File: src/segment_pose_at_distance_macros.svh
// ----------------------------------------------------------------------------
// Segment pose assertion macros
// Shared same-cycle implication and next-cycle property forms.
// ----------------------------------------------------------------------------
`ifndef SEGMENT_POSE_AT_DISTANCE_MACROS_SVH
`define SEGMENT_POSE_AT_DISTANCE_MACROS_SVH

// same-cycle implication
`define SPA_ASSERT_IMPL(lbl, clk, rst_n, ante, cons, msg) \
	lbl: assert property (@(posedge clk) disable iff (!rst_n) (ante) |-> (cons)) \
		else $error(msg);

// next-cycle implication
`define SPA_ASSERT_NEXT(lbl, clk, rst_n, ante, cons, msg) \
	lbl: assert property (@(posedge clk) disable iff (!rst_n) (ante) |=> (cons)) \
		else $error(msg);

`endif

File: src/spa_pkg.sv
`timescale 1ns / 1ps
// ----------------------------------------------------------------------------
// Segment pose package
// Widths, fixed-point constants, CORDIC table and shared types.
// ----------------------------------------------------------------------------
package spa_pkg;

	localparam int CW            = 24;
	localparam int FB            = 16;
	localparam int LW            = CW - 1;
	localparam int CORDIC_STAGES = 20;
	localparam int DIV_BITS      = LW + FB;
	localparam int ANG_W         = DIV_BITS + 2;
	localparam int RED_W         = ANG_W + 1;
	localparam int RED_STEPS     = 24;
	localparam int RW            = 20;
	localparam int ZW            = 34;
	localparam int PW            = 24 + ZW;
	localparam int QD            = 4;
	localparam int QA            = 2;

	localparam longint Q30_PI   = 64'd3373259426;
	localparam longint Q30_GAIN = 64'd652032874;
	localparam longint PI_Q     = (Q30_PI + (64'd1 << (29 - FB))) >> (30 - FB);
	localparam longint HPI_Q    = (Q30_PI + (64'd1 << (30 - FB))) >> (31 - FB);
	localparam longint TWO_PI_Q = 2 * PI_Q;
	localparam longint RED_OFFS = (((64'd1 << (ANG_W - 1)) / TWO_PI_Q) + 64'd1) * TWO_PI_Q;

	localparam logic [LW-1:0] LMAX = '1;

	localparam logic [2:0] REG_KIND  = 3'd0;
	localparam logic [2:0] REG_OX    = 3'd1;
	localparam logic [2:0] REG_OY    = 3'd2;
	localparam logic [2:0] REG_OZ    = 3'd3;
	localparam logic [2:0] REG_EXT   = 3'd4;
	localparam logic [2:0] REG_SA    = 3'd5;
	localparam logic [2:0] REG_EA    = 3'd6;

	localparam logic [1:0] ST_OK          = 2'd0;
	localparam logic [1:0] ST_ZERO_RADIUS = 2'd1;
	localparam logic [1:0] ST_SAT         = 2'd2;

	typedef struct packed {
		logic                 kind;
		logic signed [CW-1:0] ox;
		logic signed [CW-1:0] oy;
		logic signed [CW-1:0] oz;
		logic [LW-1:0]        ext;
		logic signed [CW-1:0] sa;
		logic signed [CW-1:0] ea;
	} cfg_t;

	typedef struct packed {
		logic signed [ANG_W-1:0] ang;
		logic [LW-1:0]           arc_len;
	} qent_t;

	function automatic logic signed [ZW-1:0] atan_q30(input int i);
		logic signed [ZW-1:0] v;
		unique case (i)
			0: v = 34'sd843314856;
			1: v = 34'sd497837829;
			2: v = 34'sd263043836;
			3: v = 34'sd133525158;
			4: v = 34'sd67021686;
			5: v = 34'sd33543515;
			6: v = 34'sd16775850;
			7: v = 34'sd8388437;
			8: v = 34'sd4194282;
			9: v = 34'sd2097149;
			10: v = 34'sd1048575;
			11: v = 34'sd524287;
			12: v = 34'sd262143;
			13: v = 34'sd131071;
			14: v = 34'sd65535;
			15: v = 34'sd32767;
			16: v = 34'sd16383;
			17: v = 34'sd8191;
			18: v = 34'sd4095;
			19: v = 34'sd2047;
			20: v = 34'sd1023;
			21: v = 34'sd511;
			22: v = 34'sd255;
			23: v = 34'sd127;
			24: v = 34'sd63;
			25: v = 34'sd31;
			26: v = 34'sd15;
			27: v = 34'sd8;
			28: v = 34'sd4;
			29: v = 34'sd2;
			30: v = 34'sd1;
			default: v = '0;
		endcase
		return v;
	endfunction

	// clamp to the signed coordinate range; top bit flags saturation
	function automatic logic [CW:0] clamp_s(input logic signed [RED_W-1:0] v);
		logic signed [RED_W-1:0] hi;
		logic signed [RED_W-1:0] lo;
		logic [CW:0]             r;
		hi = RED_W'((64'd1 << (CW - 1)) - 64'd1);
		lo = -hi - RED_W'(1);
		if (v > hi) begin
			r = {1'b1, hi[CW-1:0]};
		end else if (v < lo) begin
			r = {1'b1, lo[CW-1:0]};
		end else begin
			r = {1'b0, v[CW-1:0]};
		end
		return r;
	endfunction

endpackage

File: src/spa_div.sv
`timescale 1ns / 1ps
// ----------------------------------------------------------------------------
// Segment pose divider
// Pipelined restoring divider, one quotient bit per stage.
// ----------------------------------------------------------------------------
module spa_div (
	input  logic                   clk,
	input  logic                   arst_n,
	input  logic                   in_valid,
	input  logic [spa_pkg::LW-1:0] arc_len,
	input  logic [spa_pkg::LW-1:0] ext,
	output logic                   out_valid,
	output logic [spa_pkg::LW-1:0] out_dist,
	output logic [spa_pkg::DIV_BITS-1:0] out_quo
);
	import spa_pkg::*;

	logic                vld_q  [DIV_BITS+1];
	logic [LW-1:0]       dist_q [DIV_BITS+1];
	logic [LW-1:0]       rem_q  [DIV_BITS+1];
	logic [DIV_BITS-1:0] quo_q  [DIV_BITS+1];

	always_ff @(posedge clk or negedge arst_n) begin
		if (!arst_n) begin
			vld_q[0] <= 1'b0;
		end else begin
			vld_q[0] <= in_valid;
		end
	end

	always_ff @(posedge clk) begin
		dist_q[0] <= arc_len;
		rem_q[0]  <= '0;
		quo_q[0]  <= '0;
	end

	for (genvar k = 0; k < DIV_BITS; k++) begin : g_stage
		localparam int B = DIV_BITS - 1 - k;
		logic        dbit;
		logic [LW:0] trial;
		logic        fit;

		if (B >= FB) begin : g_data
			assign dbit = dist_q[k][B-FB];
		end else begin : g_zero
			assign dbit = 1'b0;
		end

		assign trial = {rem_q[k], dbit};
		assign fit   = trial >= {1'b0, ext};

		always_ff @(posedge clk or negedge arst_n) begin
			if (!arst_n) begin
				vld_q[k+1] <= 1'b0;
			end else begin
				vld_q[k+1] <= vld_q[k];
			end
		end

		always_ff @(posedge clk) begin
			dist_q[k+1] <= dist_q[k];
			rem_q[k+1]  <= fit ? LW'(trial - {1'b0, ext}) : trial[LW-1:0];
			quo_q[k+1]  <= {quo_q[k][DIV_BITS-2:0], fit};
		end
	end

	assign out_valid = vld_q[DIV_BITS];
	assign out_dist  = dist_q[DIV_BITS];
	assign out_quo   = quo_q[DIV_BITS];

endmodule

File: src/spa_front.sv
`timescale 1ns / 1ps
// ----------------------------------------------------------------------------
// Segment pose front end
// Accepts distances, divides by the radius and forms the point angle.
// ----------------------------------------------------------------------------
module spa_front (
	input  logic                   clk,
	input  logic                   arst_n,
	input  logic                   accept,
	input  logic [spa_pkg::LW-1:0] distance,
	input  spa_pkg::cfg_t          cfg,
	output logic                   push,
	output spa_pkg::qent_t         entry
);
	import spa_pkg::*;

	logic                    div_vld;
	logic [LW-1:0]           div_dist;
	logic [DIV_BITS-1:0]     div_quo;
	logic [DIV_BITS-1:0]     turn;
	logic signed [ANG_W-1:0] sa_w;
	logic signed [ANG_W-1:0] turn_w;
	logic signed [ANG_W-1:0] ang;
	logic                    cw;
	logic                    push_q;
	qent_t                   entry_q;

	spa_div u_div (
		.clk       (clk),
		.arst_n    (arst_n),
		.in_valid  (accept),
		.arc_len   (distance),
		.ext       (cfg.ext),
		.out_valid (div_vld),
		.out_dist  (div_dist),
		.out_quo   (div_quo)
	);

	always_comb begin
		turn   = (cfg.ext == '0) ? '0 : div_quo;
		sa_w   = ANG_W'(cfg.sa);
		turn_w = $signed({2'b00, turn});
		cw     = cfg.ea < cfg.sa;
		if (!cfg.kind) begin
			ang = sa_w;
		end else if (cw) begin
			ang = sa_w - turn_w;
		end else begin
			ang = sa_w + turn_w;
		end
	end

	always_ff @(posedge clk or negedge arst_n) begin
		if (!arst_n) begin
			push_q <= 1'b0;
		end else begin
			push_q <= div_vld;
		end
	end

	always_ff @(posedge clk) begin
		entry_q.ang     <= ang;
		entry_q.arc_len <= div_dist;
	end

	assign push  = push_q;
	assign entry = entry_q;

endmodule

File: config.mk
export PLATFORM = sky130hd
export DESIGN_NAME = spa_front
export DESIGN_NICKNAME = d
export VERILOG_FILES = /design/src/segment_pose_at_distance_macros.svh /design/src/spa_pkg.sv /design/src/spa_div.sv /design/src/spa_front.sv
export SDC_FILE = /design/constraint.sdc
export NUM_CORES = 2
export LEC_CHECK = 0
export BUFFER_PORTS_ARGS = -buffer_cell sky130_fd_sc_hd__buf_2
export CORE_ASPECT_RATIO = 1.4
export CORE_MARGIN = 2
export CORE_UTILIZATION = 43
export CTS_BUF_LIST = sky130_fd_sc_hd__clkbuf_8
export DETAILED_ROUTE_END_ITERATION = 10
export PLACE_DENSITY = 0.6
export SLEW_MARGIN = 20
export SYNTH_ARGS = -nofsm -noshare
export SYNTH_HDL_FRONTEND = slang
export SYNTH_HIERARCHICAL = 1
export SYNTH_SLANG_ARGS = --single-unit
export TNS_END_PERCENT = 1
File: constraint.sdc
create_clock -name clk -period 5.34 [get_ports clk]
set_input_delay 1.068 -clock clk [delete_from_list [all_inputs] [get_ports clk]]
set_output_delay 1.068 -clock clk [all_outputs]
set_load 0.005 [all_outputs]
==> flow_summary_export.csv <==
group,metric,value,unit
run_status,status,"finished clean",
cts,htreeDepth,5,
logic_synthesis,synth_nets,11600,
power,peakVddDrop,0.263,mV
sta,fin_crit_sh,91.1,%
logic_synthesis,synth_edf_count,0,
grt,grt_overflow_total,0,
logic_synthesis,synthArstFlopShare,1.53,%
floorplanning,start_util,43.2,%
setup_path,cp.required,6.23,ns
finish,layout.cells.non_filler,15000,
grt,grt_max_degree,65,
cts,cts_root_buf,"clkbuf_8",
logic_synthesis,ys_ff_latch,2679,
floorplanning,fp.dieW,429,um
logic_synthesis,synth_cells,10500,
logic_synthesis,synth.distinct_cells,99,
place,dp_hpwl,205000,um
floorplanning,core_area,251000,um2
setup_path,path_class,"flop to flop",
route,routed_via_density,5.24,
cts,insertion_delay,1.04,ns
cts,path_clk_slew,0.07,ns
sta,period_minus_slack,4.86,ns
setup_path,critPathLaunchType,"flop",
sta,finalSetupViolations,0,
sta,fmax,0.206,GHz
setup_path,cp-startpoint,"u_div/quo_q[4][283]",
setup_path,reg2reg_slack,0.48,ns
route,num_vias,78700,
setup_path,r2r_cells,20,
cts,numCtsBuffers,400,
route,drtAntennaViolNets,0,
setup_path,setup.worst_path.end,"entry[63]",
setup_path,cp_max_fo,4,
grt,grt_pass1_wl,427000,um
sta,worstMarginPinSlew,0.979,ns
finish,area_delta_synth_final,16.3,%
route,drtIter0Drc,3891,
route,wl_per_cell,18.4,um
floorplanning,boundaryPins,235,
setup_path,r2r_end,"entry[63]",
place,placed_cells,14300,
logic_synthesis,yosys_most_used_dff,"dfxtp_1",
power,total_leakage_power,56.6,nW
route,drc_errors,0,
grt,antenna_found_initial,7,
setup_path,arrival,5.75,ns
sta,finalMaxSlewViolations,0,
route,drt_first_pass_iters,8,
grt,grt_pass1_vias,79800,
sta,fin_skew,0.0843,ns
setup_path,end_kind,"flop",
setup_path,timing.rr.start,"u_div/quo_q[4][283]",
logic_synthesis,avgSynthCellArea,10.3,um2
flow_run,cap_violations,0,
cts,hold_buffers,0,
cts,clockBufferDepth,4,
floorplanning,die_h,599,um
grt,grtUsageTotal,20.9,%
sta,grt_setup_unrepaired,"no",
route,routed_wl,276000,um
logic_synthesis,yosys_warnings,6,
cts,clock_sinks,2679,
place,numPortBuffers,162,
hold_path,hold_path_class,"input pin to flop",
finish,layout-drive-gt1-share,16.3,%
cts,cts_tree,"done",
place,routabilityCongestion,0.955,
finish,fillerInstances,22900,
finish,nets,12500,
sta,max_slew_margin,34.5,%
logic_synthesis,ys_seq_area_share,49.6,%
sta,tns,0,ns
floorplanning,dieArea,257000,um2
sta,finalHoldViolations,0,
floorplanning,rows,218,
logic_synthesis,synth_area,109000,um2
power,p_per_area,553,nW/um2
-- layout make-up --
cell class / instances / area [um2] / share of cell area [%]
inverter: 312 / 1170 / 0.928
antenna: 4 / 10.0 / 0.00793
multi-input combinational: 7259 / 52600 / 41.6
clock buffer: 506 / 6960 / 5.51
timing repair buffer: 731 / 5860 / 4.64
sequential: 2679 / 53800 / 42.6
clock inverter: 218 / 1760 / 1.39
tap: 3300 / 4130 / 3.27
-- cell usage in the layout (no fill, tap or decap), types with 31 or more instances in the layout --
| cell type | netlist | layout |
|---|---|---|
| a21boi_0 | 52 | 52 |
| nand2b_1 | 115 | 115 |
| a2111oi_0 | 31 | 31 |
| a31oi_1 | 107 | 105 |
| nand2_1 | 705 | 705 |
| o21ai_0 | 683 | 680 |
| dfxtp_1 | 2638 | 2638 |
| o21a_1 | 118 | 118 |
| buf_4 | 39 | 507 |
| nor2b_1 | 126 | 126 |
| nand4_1 | 133 | 133 |
| inv_1 | 309 | 383 |
| and3_1 | 66 | 66 |
| o31ai_1 | 60 | 60 |
| nand3_1 | 143 | 143 |
| xor2_1 | 277 | 277 |
| and2_1 | 43 | 43 |
| dfrtp_1 | 41 | 41 |
| a211oi_1 | 67 | 67 |
| a21o_1 | 380 | 380 |
| clkbuf_8 | 0 | 506 |
| ha_1 | 939 | 939 |
| buf_2 | 30 | 162 |
| fa_1 | 38 | 38 |
| a21oi_1 | 846 | 840 |
| o211ai_1 | 47 | 47 |
| o21bai_1 | 107 | 107 |
| nor3_1 | 134 | 134 |
| or2_2 | 44 | 44 |
| mux2_2 | 399 | 399 |
| nor2_1 | 626 | 625 |
| clkinv_2 | 0 | 65 |
| buf_12 | 0 | 62 |
| xnor2_1 | 476 | 476 |
| or3_1 | 33 | 33 |
-- power by group --
part           leakage (nW)  switching, W  internal (W)
clock                  4.87       0.00775       0.00984
combinational          29.3        0.0139        0.0125
sequential             22.4       0.00206        0.0238
total                  56.6        0.0237        0.0461
-- per-layer routing --
metal | part of all wire [%] | track usage (%)
met2 | 52 | 39.8
met3 | 3.8 | 3.10
met5 | 0 | 0
met1 | 38 | 21.5
met4 | 6.3 | 12.7
-- registers in the layout (all words and copies together), names as in the netlist --
register and flops:
entry 64, u_div/rem_q 874, u_div/vld_q 39, u_div/quo_q 780, u_div/out_valid 1, u_div/dist_q 920
push 1
-- how the worst min path moves through the flow --
stage                                     from              endpoint  slack, ns  cells after the start
after floorplan            u_div/dist_q[39][0]              entry[0]       0.31                      0
after global placement      u_div/dist_q[8][0]    u_div/dist_q[9][0]       0.31                      0
after detailed placement  u_div/dist_q[11][15]  u_div/dist_q[12][15]       0.31                      0
after CTS                          distance[2]    u_div/dist_q[0][2]       0.02                      1
after global routing               distance[2]    u_div/dist_q[0][2]       0.05                      1
final                              distance[2]    u_div/dist_q[0][2]       0.14                      1
-- cell families after synthesis --
| family | share of synthesized area, % |
|---|---|
| AO/OA/AOI/OAI | 16.2 |
| flip-flops | 49.6 |
| AND/OR/NAND/NOR | 10.1 |
| adder cells (fa/ha/maj) | 11.5 |
| XOR/XNOR | 6.07 |
| buffers and inverters | 2.13 |
| multiplexers | 4.39 |
-- per-stage QoR --
stage                     util, %  power, W  area, um2  setup slack [ns]  hold slack (ns)
after global placement       46.7    0.0521     118000            -0.550            0.310
after global routing         50.2    0.0747     126000             0.147           0.0516
after CTS                    50.2    0.0707     126000             0.324           0.0236
after detailed placement     46.7    0.0526     118000            -0.566            0.312
final                        50.2    0.0699     126000             0.477            0.138
after floorplan                 -    0.0445     109000           -0.0800            0.310
-- worst max-delay path, cell delays in order (launching register included) --
cell       delay (ns)
dfxtp_1          0.39
nor4_2           0.42
nand3_2          0.25
or4_4            0.60
or4_4            0.48
nor3_4           0.17
a21oi_2          0.12
buf_4            0.17
o21ai_1          0.14
xnor2_1          0.13
nand2_1          0.08
ha_1             0.32
a21o_1           0.20
o21bai_1         0.16
nand2_1          0.08
o21ai_0          0.14
nor2_1           0.18
inv_1            0.08
o2111ai_1        0.19
nand4_1          0.11
or3_1            0.34
-- cell usage after synthesis, drive strengths merged (116+ instances only) --
cell / number / area [um2]
o21a: 118 / 886
xnor2: 476 / 4170
nand4: 133 / 832
o21ai: 696 / 3480
nand3: 144 / 726
nor2b: 126 / 788
inv: 312 / 1170
nand2b: 116 / 728
nand2: 705 / 2650
nor3: 135 / 687
clkbuf: 174 / 653
dfxtp: 2638 / 52800
nor2: 626 / 2350
a21o: 380 / 2850
a21oi: 847 / 4240
ha: 939 / 11700
mux2: 400 / 4500
xor2: 277 / 2430
-- timing repair --
| item | in CTS | in global routing |
|---|---|---|
| buffers inserted | 0 | 1 |
| setup endpoints to repair | 0 | 1 |
| resized for setup | 0 | 0 |
No activity file was read; power rests on OpenSTA's default activity.
