===== config.mk =====
export PLATFORM = sky130hd
export DESIGN_NAME = spa_fifo
export DESIGN_NICKNAME = d
export VERILOG_FILES = /design/src/segment_pose_at_distance_macros.svh /design/src/spa_pkg.sv /design/src/spa_fifo.sv
export SDC_FILE = /design/constraint.sdc
export NUM_CORES = 1
export LEC_CHECK = 0
export ABC_AREA = 1
export BUFFER_PORTS_ARGS = -buffer_cell sky130_fd_sc_hd__buf_4
export CAP_MARGIN = 20
export CORE_UTILIZATION = 35
export CTS_CLUSTER_DIAMETER = 100
export DETAILED_ROUTE_END_ITERATION = 6
export PLACE_DENSITY = 0.52
export SETUP_SLACK_MARGIN = 0.02
export SYNTH_ARGS = -nofsm -noshare
export SYNTH_HDL_FRONTEND = slang
export SYNTH_SLANG_ARGS = --single-unit

===== constraint.sdc =====
create_clock -name clk -period 5.7 [get_ports clk]
set_input_delay 1.14 -clock clk [delete_from_list [all_inputs] [get_ports clk]]
set_output_delay 1.14 -clock clk [all_outputs]
set_load 0.02 [all_outputs]

===== src/segment_pose_at_distance_macros.svh =====
// ----------------------------------------------------------------------------
// Segment pose assertion macros
// Shared same-cycle implication and next-cycle property forms.
// ----------------------------------------------------------------------------
`ifndef SEGMENT_POSE_AT_DISTANCE_MACROS_SVH
`define SEGMENT_POSE_AT_DISTANCE_MACROS_SVH

// same-cycle implication
`define SPA_ASSERT_IMPL(lbl, clk, rst_n, ante, cons, msg) \
	lbl: assert property (@(posedge clk) disable iff (!rst_n) (ante) |-> (cons)) \
		else $error(msg);

// next-cycle implication
`define SPA_ASSERT_NEXT(lbl, clk, rst_n, ante, cons, msg) \
	lbl: assert property (@(posedge clk) disable iff (!rst_n) (ante) |=> (cons)) \
		else $error(msg);

`endif


===== src/spa_pkg.sv =====
`timescale 1ns / 1ps
// ----------------------------------------------------------------------------
// Segment pose package
// Widths, fixed-point constants, CORDIC table and shared types.
// ----------------------------------------------------------------------------
package spa_pkg;

	localparam int CW            = 24;
	localparam int FB            = 16;
	localparam int LW            = CW - 1;
	localparam int CORDIC_STAGES = 20;
	localparam int DIV_BITS      = LW + FB;
	localparam int ANG_W         = DIV_BITS + 2;
	localparam int RED_W         = ANG_W + 1;
	localparam int RED_STEPS     = 24;
	localparam int RW            = 20;
	localparam int ZW            = 34;
	localparam int PW            = 24 + ZW;
	localparam int QD            = 4;
	localparam int QA            = 2;

	localparam longint Q30_PI   = 64'd3373259426;
	localparam longint Q30_GAIN = 64'd652032874;
	localparam longint PI_Q     = (Q30_PI + (64'd1 << (29 - FB))) >> (30 - FB);
	localparam longint HPI_Q    = (Q30_PI + (64'd1 << (30 - FB))) >> (31 - FB);
	localparam longint TWO_PI_Q = 2 * PI_Q;
	localparam longint RED_OFFS = (((64'd1 << (ANG_W - 1)) / TWO_PI_Q) + 64'd1) * TWO_PI_Q;

	localparam logic [LW-1:0] LMAX = '1;

	localparam logic [2:0] REG_KIND  = 3'd0;
	localparam logic [2:0] REG_OX    = 3'd1;
	localparam logic [2:0] REG_OY    = 3'd2;
	localparam logic [2:0] REG_OZ    = 3'd3;
	localparam logic [2:0] REG_EXT   = 3'd4;
	localparam logic [2:0] REG_SA    = 3'd5;
	localparam logic [2:0] REG_EA    = 3'd6;

	localparam logic [1:0] ST_OK          = 2'd0;
	localparam logic [1:0] ST_ZERO_RADIUS = 2'd1;
	localparam logic [1:0] ST_SAT         = 2'd2;

	typedef struct packed {
		logic                 kind;
		logic signed [CW-1:0] ox;
		logic signed [CW-1:0] oy;
		logic signed [CW-1:0] oz;
		logic [LW-1:0]        ext;
		logic signed [CW-1:0] sa;
		logic signed [CW-1:0] ea;
	} cfg_t;

	typedef struct packed {
		logic signed [ANG_W-1:0] ang;
		logic [LW-1:0]           arc_len;
	} qent_t;

	function automatic logic signed [ZW-1:0] atan_q30(input int i);
		logic signed [ZW-1:0] v;
		unique case (i)
			0: v = 34'sd843314856;
			1: v = 34'sd497837829;
			2: v = 34'sd263043836;
			3: v = 34'sd133525158;
			4: v = 34'sd67021686;
			5: v = 34'sd33543515;
			6: v = 34'sd16775850;
			7: v = 34'sd8388437;
			8: v = 34'sd4194282;
			9: v = 34'sd2097149;
			10: v = 34'sd1048575;
			11: v = 34'sd524287;
			12: v = 34'sd262143;
			13: v = 34'sd131071;
			14: v = 34'sd65535;
			15: v = 34'sd32767;
			16: v = 34'sd16383;
			17: v = 34'sd8191;
			18: v = 34'sd4095;
			19: v = 34'sd2047;
			20: v = 34'sd1023;
			21: v = 34'sd511;
			22: v = 34'sd255;
			23: v = 34'sd127;
			24: v = 34'sd63;
			25: v = 34'sd31;
			26: v = 34'sd15;
			27: v = 34'sd8;
			28: v = 34'sd4;
			29: v = 34'sd2;
			30: v = 34'sd1;
			default: v = '0;
		endcase
		return v;
	endfunction

	// clamp to the signed coordinate range; top bit flags saturation
	function automatic logic [CW:0] clamp_s(input logic signed [RED_W-1:0] v);
		logic signed [RED_W-1:0] hi;
		logic signed [RED_W-1:0] lo;
		logic [CW:0]             r;
		hi = RED_W'((64'd1 << (CW - 1)) - 64'd1);
		lo = -hi - RED_W'(1);
		if (v > hi) begin
			r = {1'b1, hi[CW-1:0]};
		end else if (v < lo) begin
			r = {1'b1, lo[CW-1:0]};
		end else begin
			r = {1'b0, v[CW-1:0]};
		end
		return r;
	endfunction

endpackage


===== src/spa_fifo.sv =====
`timescale 1ns / 1ps
// ----------------------------------------------------------------------------
// Segment pose queue
// Short first-in first-out queue between the front and back ends.
// ----------------------------------------------------------------------------
module spa_fifo (
	input  logic           clk,
	input  logic           arst_n,
	input  logic           push,
	input  spa_pkg::qent_t wdata,
	input  logic           pop,
	output spa_pkg::qent_t rdata,
	output logic           empty,
	output logic           full
);
	import spa_pkg::*;

	qent_t         mem_q [QD];
	logic [QA-1:0] wr_q;
	logic [QA-1:0] rd_q;
	logic [QA:0]   cnt_q;
	logic          do_push;
	logic          do_pop;

	assign empty   = cnt_q == '0;
	assign full    = cnt_q == (QA+1)'(QD);
	assign do_push = push && !full;
	assign do_pop  = pop && !empty;
	assign rdata   = mem_q[rd_q];

	always_ff @(posedge clk or negedge arst_n) begin
		if (!arst_n) begin
			wr_q  <= '0;
			rd_q  <= '0;
			cnt_q <= '0;
		end else begin
			if (do_push) begin
				wr_q <= wr_q + QA'(1);
			end
			if (do_pop) begin
				rd_q <= rd_q + QA'(1);
			end
			cnt_q <= cnt_q + (QA+1)'(do_push) - (QA+1)'(do_pop);
		end
	end

	always_ff @(posedge clk) begin
		if (do_push) begin
			mem_q[wr_q] <= wdata;
		end
	end

endmodule


==> results of run 1 <==
## state kept, by name, indices dropped and copies added, names as in the netlist
name / flops
cnt_q: 3
rd_q: 2
mem_q: 256
wr_q: 2
## layer usage
metal / share of wire (%) / wire [um]
met5: 0 / 0
met1: 46 / 10100
met2: 47 / 10300
met4: 2.1 / 453
met3: 4.2 / 918
## layout make-up
class | count | share of cell area, %
well taps | 384 | 3.78
multi-input cells | 484 | 16.4
clock inverters | 12 | 1.07
diodes | 1 | 0.0197
flip-flops and latches | 263 | 61.9
clock buffers | 37 | 5.95
repair buffers | 141 | 8.43
inverters | 80 | 2.38
## cells by family after synthesis
| logic type | count (synthesis) |
|---|---|
| AO/OA/AOI/OAI | 128 |
| adder cells (fa/ha/maj) | 7 |
| buffers and inverters | 122 |
| flip-flops | 263 |
| AND/OR/NAND/NOR | 349 |
## Yosys cell counts
master	instances	share of area, %
o21ai_1	39	1.9
clkbuf_2	1	0.048
inv_1	79	2.8
nand2_1	211	7.6
nand3_1	4	0.19
dfrtp_1	7	1.7
buf_6	6	0.65
nor2_1	133	4.8
buf_4	1	0.072
edfxtp_1	256	74
fa_1	1	0.19
nand3b_1	1	0.072
inv_2	1	0.036
clkbuf_1	18	0.65
buf_2	15	0.72
ha_1	6	0.72
buf_8	1	0.14
o21ai_0	89	4.3
## report_power, final
| part | total (W) | internal (W) | leakage (nW) | switching (W) |
|---|---|---|---|---|
| Sequential | 0.00267 | 0.00255 | 2.43 | 0.000125 |
| Clock | 0.00177 | 0.00106 | 0.437 | 0.000705 |
| Combinational | 0.00256 | 0.000858 | 2.19 | 0.00170 |
## path summary, 6_finish.rpt
kind / from / endpoint / slack, ns / cells after the start
worst max-delay path: rd_q[1] / rdata[47] / 1.98 / 6
max in group asynchronous: arst_n / rd_q[0] / 5.14 / 1
min in group clk: cnt_q[0] / cnt_q[0] / 0.53 / 1
worst max register to register: cnt_q[1] / mem_q[3][60] / 2.99 / 5
worst min register to register: cnt_q[0] / cnt_q[0] / 0.53 / 1
worst min-delay path: arst_n / wr_q[0] / 0.42 / 1
## critical path, cell delays in order, from the launching register on
cell     delay (ns)
dfrtp_1        0.40
inv_4          0.70
buf_4          0.47
nor2_1         0.08
o21ai_0        0.08
nand2_1        0.12
buf_4          0.18
## stage by stage
step                      cell area, um2  power, W  setup WS (ns)  instances  utilization, %
after floorplan                    10500   0.00436           1.25        869               -
after global placement             11800   0.00532           2.25       1351            40.6
after detailed placement           11800   0.00535           2.27       1352            40.7
after CTS                          12700   0.00713           1.87       1401            43.8
after global routing               12700   0.00745           1.70       1401            43.8
final                              12700   0.00700           1.98       1402            43.8
==> impl_metrics.py, run 1 <==
metrics = {
    "pwr": {
        "powerDensity_nw_per_um2": 552,
        "irDropWorstVdd_mv": 0.295,
        "p_leak_nw": 5.05,
    },
    "cells_and_area": {
        "final_nets": 1074,
        "fillCellCount": 2751,
        "multi_input_area_um2": 2080,
        "area_growth_pct": 21.5,
        "final_cell_mix": "edfxtp_1, nand2_1, buf_4",
        "layout.cells.most_common": "edfxtp_1",
        "layout-drive-gt1-share_pct": 18.2,
        "seqCellArea_um2": 7870,
    },
    "clocking": {
        "cts_buffer_depth": 3,
        "postCtsHoldBufs": 0,
        "tritoncts": "yes",
        "clock_latency_ns": 0.53,
        "post_cts_resized": 0,
        "cts_buffers": 29,
        "cts_setup_buffers": 0,
        "root_buffer": "clkbuf_16",
        "htree_levels": 1,
        "clock_sinks": 263,
        "clkSlewWorstSetupHoldPaths_ns": 0.06,
    },
    "synth": {
        "synthXorXnorAreaFrac_pct": 0,
        "syn_nets": 944,
        "synth_mux_area_share_pct": 0,
        "ys.warnings.count": 0,
        "synth-simple-area-share_pct": 12.6,
        "synth-seq-cells": 263,
        "avgSynthCellArea_um2": 12.0,
        "synthesis.area_um2": 10500,
        "syn_inst": 869,
        "synth_compound_area_share_pct": 6.13,
        "synth_top_family_by_area": "simple AND/OR/NAND/NOR gates",
        "synthAdderAreaFrac_pct": 0.910,
        "ys_types": 18,
        "ys_seq_area_share_pct": 75.2,
    },
    "sta": {
        "fin_crit_ns": 3.72,
        "period_share_pct": 65.2,
        "clock.fmax_mhz": 269,
        "whs_ns": 0.416,
        "finClkSkew_ns": 0.00808,
        "maxSlewViolCount": 0,
        "fin_setup_tns_ns": 0,
        "hold_viol": 0,
        "maxSlewHeadroom_pct": 31.9,
        "setup_viol_count_final": 0,
        "rsz0062_at_grt": "false",
        "worst_slew_pin_slew_ns": 1.02,
    },
    "floorplan": {
        "die-area_um2": 30600,
        "initial_core_util_pct": 36.0,
        "fp.dieH_um": 175,
        "row_count": 62,
        "coreArea_um2": 29000,
        "ios": 134,
        "die_width_um": 175,
    },
    "global_route": {
        "grt_max_degree": 99,
        "grtUsageMet3_pct": 2.50,
        "grt_overflow": 0,
        "grt_antenna_before_repair": 1,
        "grt_use_met2_pct": 23.4,
        "grt_pass1_wl_mm": 33.6,
        "busiest_layer": "met2",
        "met1_usage_pct": 19.3,
        "grt_usage_pct": 14.2,
        "grt_pass1_vias": 6017,
    },
    "drt": {
        "vias": 6256,
        "drt_iter0_drc": 402,
        "drt_first_pass_iters": 4,
        "ant_nets": 0,
        "viasPerCell": 4.46,
        "wl_mm": 21.8,
        "wl_per_cell_um": 15.5,
        "route.detailed.drc": 0,
    },
    "setup_path": {
        "critPathArrivalTime_ns": 2.58,
        "crit_required_ns": 4.56,
        "worst-path-max-fanout": 98,
        "crit_path_start_kind": "register",
        "crit_type": "register to output pin",
        "endpoint_kind": "output pin",
    },
    "placement": {
        "gp_congestion": 0.695,
        "portBuffers": 133,
        "dp_hpwl_mm": 12.6,
    },
    "min_path": {
        "hold_path_class": "primary input to async pin",
    },
    "outcome": {
        "outcome": "completed",
    },
    "job": {
        "cap_violations": 0,
    },
}
Power figures use the tool's default switching activity.
==> run 2: changes to the inputs <==
- clock period: 5.7 -> 3.6 ns (I/O delays scaled with it)
==> run 2 against run 1 <==
  * Sequential share of layout area fell by 0.18 points
  * Sequential cell count unchanged
  * Combinational power increased by 62%
  * Setup slack got worse by 1.3 ns
  * Wire length down 4.3%
  * Clock power grew 48%
  * Sequential power increased by 56%
  * Register-to-register slack lost 1.6 ns
  * Highest routed layer unchanged
  * Power rose by 56%
  * Clock skew shrank 0.0028 ns
==> impl_metrics.py, run 2 (synthesis gave the netlist of run 1 again) <==
metrics = {
    "floorplan": {
        "row_count": 62,
        "die-area_um2": 30600,
        "fp.dieH_um": 175,
        "die_width_um": 175,
        "coreArea_um2": 29000,
        "initial_core_util_pct": 36.0,
        "ios": 134,
    },
    "clocking": {
        "htree_levels": 1,
        "cts_buffers": 29,
        "root_buffer": "clkbuf_16",
        "clock_latency_ns": 0.52,
        "clkSlewWorstSetupHoldPaths_ns": 0.06,
        "cts_setup_buffers": 0,
        "clock_sinks": 263,
        "tritoncts": "yes",
        "cts_buffer_depth": 3,
    },
    "sta": {
        "whs_ns": 0.391,
        "rsz0062_at_grt": "false",
        "setup_viol_count_final": 0,
        "fin_crit_ns": 2.91,
        "hold_viol": 0,
        "maxSlewHeadroom_pct": 47.6,
        "worst_slew_pin_slew_ns": 0.786,
        "finClkSkew_ns": 0.00531,
        "period_share_pct": 80.8,
        "clock.fmax_mhz": 344,
        "maxSlewViolCount": 0,
    },
    "pwr": {
        "p_leak_nw": 5.06,
        "power_frac_clock_pct": 24.0,
        "p_seq_share_pct": 38.0,
        "power_frac_comb_pct": 38.1,
        "powerDensity_nw_per_um2": 859,
        "p_int_w": 0.00698,
        "p_sw_share_pct": 36.2,
        "irDropWorstVdd_mv": 0.565,
        "switchingPower_w": 0.00397,
    },
    "drt": {
        "vias": 6212,
        "ant_nets": 0,
        "route.detailed.drc": 0,
        "drt_first_pass_iters": 4,
        "drt_iter0_drc": 275,
        "wl_per_cell_um": 14.8,
        "viasPerCell": 4.42,
        "wl_mm": 20.8,
    },
    "cells_and_area": {
        "layout-drive-gt1-share_pct": 17.9,
        "fin_util_pct": 43.9,
        "largest_reg_flops": 256,
        "layout.cells.most_common": "edfxtp_1",
        "regMostFlops": "mem_q",
        "num_antenna_cells": 0,
        "fillCellCount": 2690,
        "top_regs": "mem_q x256, cnt_q x3",
        "area_growth_pct": 21.8,
        "final_nets": 1075,
        "final_cell_mix": "edfxtp_1, nand2_1, buf_4",
    },
    "min_path": {
        "hold_path_class": "primary input to register",
    },
    "global_route": {
        "grt_max_degree": 195,
        "grt_pass1_vias": 6139,
        "grt_pass1_wl_mm": 33.6,
        "grt_usage_pct": 14.0,
        "grt_overflow": 0,
        "grt_antenna_before_repair": 0,
    },
    "job": {
        "cap_violations": 0,
    },
    "setup_path": {
        "crit_required_ns": 2.88,
        "worst_path_max_delay_cell": "buf_12",
        "crit_path_max_incr_delay_ns": 0.58,
        "critPathArrivalTime_ns": 2.19,
        "worst-path-max-fanout": 194,
        "endpoint_kind": "output pin",
        "crit_type": "register to output pin",
        "crit_top_cell": "nor2_1",
        "crit_path_cell_trace": "buf_12 > nor2_1 > nor2_1 > o21ai_0 > nand2_1 > buf_4",
        "crit_path_start_kind": "register",
    },
    "outcome": {
        "outcome": "completed",
    },
    "placement": {
        "gp_congestion": 0.700,
        "dp_hpwl_mm": 11.0,
        "portBuffers": 133,
    },
}
==> run 2: critical path: cells and delay by family (launching register included) <==
kind,cells,cell delay (ns)
AOI/OAI and AO/OA,1,0.09
DFF,1,0.43
and+or+nand+nor,3,0.33
buffers and inverters,2,0.73
==> run 2: layer usage <==
| metal | global-route usage [%] | wire length [um] | share of wire (%) | vias to the layer above |
|---|---|---|---|---|
| li1 | - | - | - | 3177 |
| met1 | 18.2 | 9270 | 44 | 2885 |
| met2 | 23.7 | 10000 | 48 | 121 |
| met3 | 3.44 | 1160 | 5.6 | 29 |
| met4 | 3.01 | 384 | 1.8 | 0 |
| met5 | 0 | 0 | 0 | - |
==> run 2: layout make-up <==
class	instances	area (um2)	share of cell area, %
repair buffers	142	1160	9.08
inverters	80	303	2.38
well taps	384	480	3.77
flip-flops and latches	263	7870	61.8
multi-input cells	484	2080	16.4
clock buffers	41	801	6.29
clock inverters	11	45.0	0.354
==> run 2: power by group through the flow <==
stage	Clock, W	Sequential [W]	Combinational [W]
2_1_floorplan	0	0.00425	0.00266
3_3_place_gp	0	0.00421	0.00425
3_5_place_dp	0	0.00422	0.00428
4_1_cts	0.00271	0.00416	0.00430
5_1_grt	0.00282	0.00421	0.00468
6_report	0.00262	0.00416	0.00416
==> run 2: timing repair <==
action	in CTS	in global routing
hold endpoints to repair	7	0
gates resized for setup	0	0
hold buffers	1	0
==> run 2: per-stage QoR <==
step	cell area [um2]	total power, W	setup slack (ns)	setup TNS, ns	std cells
global route	12700	0.0117	0.467	0	1405
detailed placement	11900	0.00851	1.15	0	1352
CTS	12700	0.0112	0.630	0	1405
floorplan	10500	0.00691	-0.432	-110.57	869
finish	12700	0.0109	0.693	0	1405
global placement	11900	0.00847	1.23	0	1352
==> run 2: path summary, 6_finish.rpt <==
| kind | start | end | slack [ns] | cells past startpoint |
|---|---|---|---|---|
| setup reg to reg | cnt_q[1] | cnt_q[2] | 1.40 | 9 |
| hold reg to reg | cnt_q[0] | cnt_q[0] | 0.53 | 1 |
| setup / recovery | rd_q[0] | rdata[32] | 0.69 | 6 |
| max in group asynchronous | arst_n | rd_q[0] | 2.91 | 2 |
| hold / removal | wdata[56] | mem_q[2][56] | 0.39 | 1 |
| min in group asynchronous | arst_n | cnt_q[0] | 0.55 | 2 |
